==> config.mk <==
export PLATFORM = sky130hd
export DESIGN_NAME = tna_queue
export DESIGN_NICKNAME = d
export VERILOG_FILES = /design/src/sv/tna_pkg.sv /design/src/sv/tna_queue.sv
export SDC_FILE = /design/constraint.sdc
export NUM_CORES = 1
export LEC_CHECK = 0
export BUFFER_PORTS_ARGS = -buffer_cell sky130_fd_sc_hd__buf_2
export CAP_MARGIN = 15
export CORE_ASPECT_RATIO = 0.9
export CORE_UTILIZATION = 40
export DETAILED_ROUTE_END_ITERATION = 10
export GPL_TIMING_DRIVEN = 0
export PLACE_DENSITY = 0.67
export SKIP_CTS_REPAIR_TIMING = 1
export SYNTH_ARGS = -nofsm -noshare
export SYNTH_HDL_FRONTEND = slang
export SYNTH_SLANG_ARGS = --single-unit
export TNS_END_PERCENT = 20
==> constraint.sdc <==
create_clock -name clk -period 13.75 [get_ports clk]
set_input_delay 0.6875 -clock clk [delete_from_list [all_inputs] [get_ports clk]]
set_output_delay 0.6875 -clock clk [all_outputs]
set_load 0.01 [all_outputs]
==> src/sv/tna_pkg.sv <==
package tna_pkg;

    localparam int CoordW   = 24;
    localparam int EdgeW    = CoordW + 1;
    localparam int ProdW    = 2 * EdgeW;
    localparam int MagW     = ProdW - 1;
    localparam int MagLoW   = 25;
    localparam int MagHiW   = MagW - MagLoW;
    localparam int SumW     = 100;
    localparam int RadW     = SumW + 2;
    localparam int LenW     = RadW / 2;
    localparam int Root1W   = LenW;
    localparam int Rad2W    = 2 * ((Root1W + 1) / 2);
    localparam int Root2W   = Rad2W / 2;
    localparam int QuotW    = 15;
    localparam int NumW     = MagW + QuotW + 1;
    localparam int DivW     = LenW + 1;
    localparam int AreaW    = 32;
    localparam int AreaShift = 13;
    localparam int TwiceW   = 24;
    localparam int NormW    = 16;
    localparam int DefQueueDepth = 4;

    typedef struct packed {
        logic signed [CoordW-1:0] v0_x;
        logic signed [CoordW-1:0] v0_y;
        logic signed [CoordW-1:0] v0_z;
        logic signed [CoordW-1:0] v1_x;
        logic signed [CoordW-1:0] v1_y;
        logic signed [CoordW-1:0] v1_z;
        logic signed [CoordW-1:0] v2_x;
        logic signed [CoordW-1:0] v2_y;
        logic signed [CoordW-1:0] v2_z;
    } tna_in_t;

    typedef struct packed {
        logic signed [NormW-1:0] normal_x;
        logic signed [NormW-1:0] normal_y;
        logic signed [NormW-1:0] normal_z;
        logic [AreaW-1:0]        area;
        logic [TwiceW-1:0]       twice_root_area;
        logic                    degenerate;
    } tna_out_t;

    // one queued item: cross product split as sign and magnitude, plus its squared length
    typedef struct packed {
        logic [2:0]                neg;
        logic [2:0][MagW-1:0]      mag;
        logic [SumW-1:0]           sum;
        logic                      degen;
    } tna_ent_t;

    typedef struct packed {
        logic full;
        logic empty;
    } tna_qstat_t;

    typedef struct packed {
        logic                 valid;
        logic [2:0]           neg;
        logic [2:0][MagW-1:0] mag;
    } tna_aside_t;

    typedef struct packed {
        logic                 valid;
        logic [2:0]           neg;
        logic [2:0][MagW-1:0] mag;
        logic                 degen;
        logic [LenW-1:0]      len;
    } tna_bside_t;

endpackage

==> src/sv/tna_queue.sv <==
module tna_queue
    import tna_pkg::*;
#(
    parameter int DEPTH = DefQueueDepth
)
(
    input  logic       clk,
    input  logic       rst_n,
    input  logic       push,
    input  tna_ent_t   ent_in,
    input  logic       pop,
    output tna_ent_t   ent_out,
    output tna_qstat_t stat
);

    localparam int PW = $clog2(DEPTH);
    localparam int CW = $clog2(DEPTH + 1);

    tna_ent_t        mem [DEPTH];
    logic [PW-1:0]   wr_reg, wr_next, rd_reg, rd_next;
    logic [CW-1:0]   cnt_reg, cnt_next;

    assign stat.full  = (cnt_reg == CW'(DEPTH));
    assign stat.empty = (cnt_reg == '0);
    assign ent_out    = mem[rd_reg];

    always_comb
    begin
        wr_next  = wr_reg;
        rd_next  = rd_reg;
        cnt_next = cnt_reg;
        if (push)
            wr_next = (wr_reg == PW'(DEPTH - 1)) ? '0 : wr_reg + 1'b1;
        if (pop)
            rd_next = (rd_reg == PW'(DEPTH - 1)) ? '0 : rd_reg + 1'b1;
        if (push && !pop)
            cnt_next = cnt_reg + 1'b1;
        else if (pop && !push)
            cnt_next = cnt_reg - 1'b1;
    end

    always_ff @(posedge clk or negedge rst_n)
    begin
        if (!rst_n)
        begin
            wr_reg  <= '0;
            rd_reg  <= '0;
            cnt_reg <= '0;
        end
        else
        begin
            wr_reg  <= wr_next;
            rd_reg  <= rd_next;
            cnt_reg <= cnt_next;
        end
    end

    always_ff @(posedge clk)
    begin
        if (push)
            mem[wr_reg] <= ent_in;
    end

endmodule

Word-level counts from Yosys, hierarchy flattened. Memory sizes are Yosys's and may differ from the RTL's. Cells that the tools add are included.

Flip-flop bits (word level): 7. Bits in latches: 0. Memory bits (writable): 1004. ROM bits: 0. Input bits: 255. Output and inout port bits: 253. Word-level logic and storage cells: 23. Memories kept: 1.

Memory list: mem (words 4, width 251, read ports 1, clocked after Yosys merged registers in 0, write ports 1, RTL line tna_queue.sv:19) `tna_ent_t mem [DEPTH];`.

Add/subtract/negate cells: 4. $mul: 0. Div/mod/pow operators: 0. Magnitude comparators: 0. Equal/unequal tests: 3. Shift operators: 0. Muxes and demuxes: 6. Bitwise logic cells: 0. Reduce and logical (&&, ||, !) cells: 6.

Operator list (count): $mux W3 (2); $add A2 B1 Y2 const B (2); $eq A2 B2 Y1 const B (2); $mux W2 (2); $add A3 B1 Y3 const B (1); $eq A3 B3 Y1 const B (1); $logic_not A3 Y1 (1); $sub A3 B1 Y3 const B (1); $logic_and A1 B1 Y1 (2); $logic_not A1 Y1 (2); $mux W1 (2); $reduce_bool A2 Y1 (1).

Longest topological paths before layout.
Word-level depth: 4. Mapped depth: 7. Mapped depth without buffers: 7.

Worst setup path before layout. Ideal clock, no wire load.

Path type: input -> register. Start: in push. End: mem mem[2][0] in the netlist's numbering (enable). Library setup time: 0.643 ns. Arrival time: 6.362 ns. Data required time: 13.107 ns. Setup slack: 6.746 ns. Stages: 1. Buffers on the path: 0. Cell sequence: and2_1.

Cells in the longest elaborated chain, start to end: 2.

RTL lines: from (decl) (RTL line tna_queue.sv:9) `input logic push,`; $mux W1 (RTL line tna_queue.sv:60) `if (push)`; $mux W1 (not written as such) (RTL line tna_queue.sv:61) `mem[wr_reg] <= ent_in;`; to (decl) (RTL line tna_queue.sv:19).

Every way passes these cells.

==> summary.md <==
| Metric | Value |
|---|---|
| Synth Instances | `1,348` |
| Synthesized flop and latch total | `a little over 1,000` |
| Initial antenna violation count | `28` |
| R2r setup slk | `11.27 ns` |
| R2r startpoint | `wr_reg[0]` |
| Site row count | `roughly 100` |
| Clock share of power | `0.274` |
| Top area cells in the synthesized netlist | `edfxtp_1 (82%), mux4_2 (15%), buf_6 (0.62%)` |
| Core area | `~0.09 mm²` |
| VDD IR max | `162 µV` |
| Hold path cells | `1` |
| Sum Neg Setup Slack | `0 ns` |
| Arrival time worst endpoint | `2.95 ns` |
| Max transition margin | `0.533` |
| Synth unique cells | `20` |
| Antenna viol nets, final | `0` |
| Setup CP Type | `flip-flop to primary output` |
| Min-delay worst type | `input port to flip-flop` |
| Leak | `15.0 nW` |
| H-tree lvl count | `3` |
| Register share of total power | `0.430` |
| Fin worst setup slack | `10.11 ns` |
| Bufs on Longest Clock Path | `3` |
| Critical Path Most Common Cell | `buf_2` |
| Vias per cell | `5.06` |
| Critical Path RT | `about 13 ns` |
| Via count | `16,600` |
| NumNets Final | `between 2,000 and 2,500` |
| Synth Net Count | `between 1,500 and 2,000` |
| Post-synth top area cell | `edfxtp_1` |
| Final period util | `0.265` |
| Final setup violation count | `0` |
| First-pass GRT wire length | `between 100,000 and 150,000 µm` |
| Starting DRT DRC Count | `about 1,200` |
| Vias in the first global route | `between 15,000 and 20,000` |
| Die Ht | `289 µm` |
| CTS Root Cell | `clkbuf_16` |
| Tmin final | `between 3 and 4 ns` |
| # port buffers | `between 500 and 600` |
| HPWL after detailed placement | `between 40,000 and 50,000 µm` |
| Final non-filler cell total | `roughly 3,300` |
| Die Area | `between 0.09 and 0.1 mm²` |
| Post-synthesis cell area | `between 0.03 and 0.04 mm²` |
| Worst-path cell chain | `buf_2 > buf_2 > buf_2 > mux4_2 > buf_2` |
| Combinational power share | `0.296` |
| Setup skew after layout | `about 0.042 ns` |
| Worst-Skew Late Latency | `around 0.66 ns` |
| # IOs | `a little over 500` |
| Residual DRC | `0` |
| Starting Density | `0.407` |
| Largest net degree at the start of global routing | `58` |
| Initial DRT Pass Iterations | `4` |
| Die Wd | `321 µm` |
| Post-DR wirelength/cell | `about 23 µm` |
| Internal power | `6.65 mW` |
| GR Overflow Total | `0` |
| Inst Count DP | `slightly above 3,000` |
| CP max FO | `10` |
| Post-place setup slack | `between 10 and 15 ns` |
| Routed WL | `75,600 µm` |
| Clock slew at reported path FFs | `0.06 ns` |
| Fill cell count | `between 7,000 and 8,000` |
| Slew Limit Fails | `0` |
| Sequential-to-total area share from yosys stat | `0.828` |
| Area Growth Syn to Fin | `21.0%` |
| Status | `finished, final reports clean` |
| R2R depth | `6` |
| Share of cells above drive strength 1 | `0.469` |
| Synth top area share | `0.823` |
| Worst Tran Pin Value | `0.700 ns` |
| Reg2reg end | `mem[2][122]` |
| Critical path's slowest cell | `mux4_2` |
| Number of flip-flops under the largest register name | `around 1,000` |
| Clock sinks | `1,011` |
| Pwr per Cell Area | `around 210 mW/mm²` |
| Gpl congestion | `approximately 0.74` |
| Mean Syn Cell Area | `27.2 µm²` |
| TritonCTS Buffers | `98` |
| Hold path start | `ent_in[241]` |
| Fmax | `275 MHz` |
| CTS tree | `yes` |
| Crit end category | `primary output` |
| Fin. Hold Viols | `0` |
| Hold path endpoint | `mem[0][241]` |
| Sequential Area | `0.0303 mm²` |
| CP peak stage delay | `about 0.5 ns` |
| Multi-input gate area | `between 0.005 and 0.006 mm²` |
| GRT Total Usage | `0.161` |
| Worst setup SP type | `flip-flop` |
| Synthesis Warnings | `0` |
| RSZ-0062 raised after global routing | `no` |
| Max_cap viols | `0` |
| Psw | `about 2.8 mW` |
| Sw frac | `0.293` |
==> power by group through the flow <==
stage / sequential (mW) / combinational, mW / clock [mW]
global route: 4.08 / 2.99 / 2.74
CTS: 4.04 / 2.87 / 2.64
global placement: 4.35 / 2.76 / 0
finish: 4.04 / 2.78 / 2.58
detailed placement: 4.11 / 2.85 / 0
floorplan: 4.21 / 1.69 / 0
==> cell type report <==
type                    count  area share
well taps                1219      0.0344
repair buffers            525      0.0677
clock inverters            60      0.0123
diodes                     10    0.000565
plain buffers              56     0.00904
clock buffers             121      0.0583
flip-flops and latches   1011       0.685
multi-input cells         277       0.133
inverters                   4    0.000339
==> logic make-up (layout without fill, tap and decap cells) <==
kind of cell | Yosys count | after routing | synth area share
adders and majority gates | 7 | 7 | 0.00260
muxes | 254 | 254 | 0.155
AOI/OAI and AO/OA | 2 | 2 | 0.000273
and+or+nand+nor | 11 | 11 | 0.00154
DFF | 1011 | 1011 | 0.828
buffers and inverters | 60 | 766 | 0.0113
other | 0 | 10 | 0
xor gates and xnor gates | 3 | 3 | 0.000718
==> per-layer routing <==
metal	wire [µm]	share of wire	track usage
met5	232	0.0031	0
met1	29800	0.39	0.204
met3	7290	0.096	0.0623
met4	1760	0.023	0.0481
met2	36500	0.48	0.260
==> cell usage in the layout (no fill, tap or decap), drive strengths merged, types with 2 or more instances in the layout <==
master / netlist / routed
edfxtp: 1004 / 1004
buf: 51 / 575
mux4: 251 / 251
clkbuf: 5 / 126
clkinv: 0 / 48
diode: 0 / 10
inv: 4 / 8
bufinv: 0 / 7
dfrtp: 7 / 7
ha: 6 / 6
and2: 4 / 4
mux2: 3 / 3
nor2: 3 / 3
nand2: 2 / 2
o21ai: 2 / 2
xor2: 2 / 2
==> critical path, delay by kind of cell, from the launching register on <==
family	cells	cell delay, ns
buffers and inverters	4	1.40
flip-flops	1	0.36
multiplexers	1	0.50
==> cell usage after synthesis <==
master / n
edfxtp_1: 1004
buf_2: 29
mux4_2: 251
buf_6: 20
nor3_1: 1
buf_1: 1
o21ai_0: 2
and2_1: 4
xnor2_1: 1
xor2_1: 2
nor3b_1: 1
mux2_2: 3
fa_1: 1
inv_1: 4
nand2_1: 2
ha_1: 6
nor2_1: 3
buf_4: 1
dfrtp_1: 7
clkbuf_1: 5
==> worst max path at each step <==
stage | startpoint | end | cells after the start
after global placement | push | mem[0][125] | 2
final | rd_reg[1] | ent_out[61] | 5
after CTS | rd_reg[1] | ent_out[218] | 5
after detailed placement | rd_reg[1] | ent_out[218] | 5
after floorplan | push | mem[2][0] | 1
after global routing | rd_reg[1] | ent_out[61] | 5
==> metrics by stage <==
step | total power [mW] | utilization | hold slack (ns) | cell area (µm²)
finish | 9.40 | 0.492 | 0.229 | 44300
global route | 9.81 | 0.492 | 0.188 | 44300
CTS | 9.55 | 0.492 | -0.204 | 44300
detailed placement | 6.96 | 0.457 | 0.489 | 41100
global placement | 7.11 | 0.452 | 0.477 | 40700
floorplan | 5.91 | - | 0.392 | 36600
(Power assumes the default switching activity.)
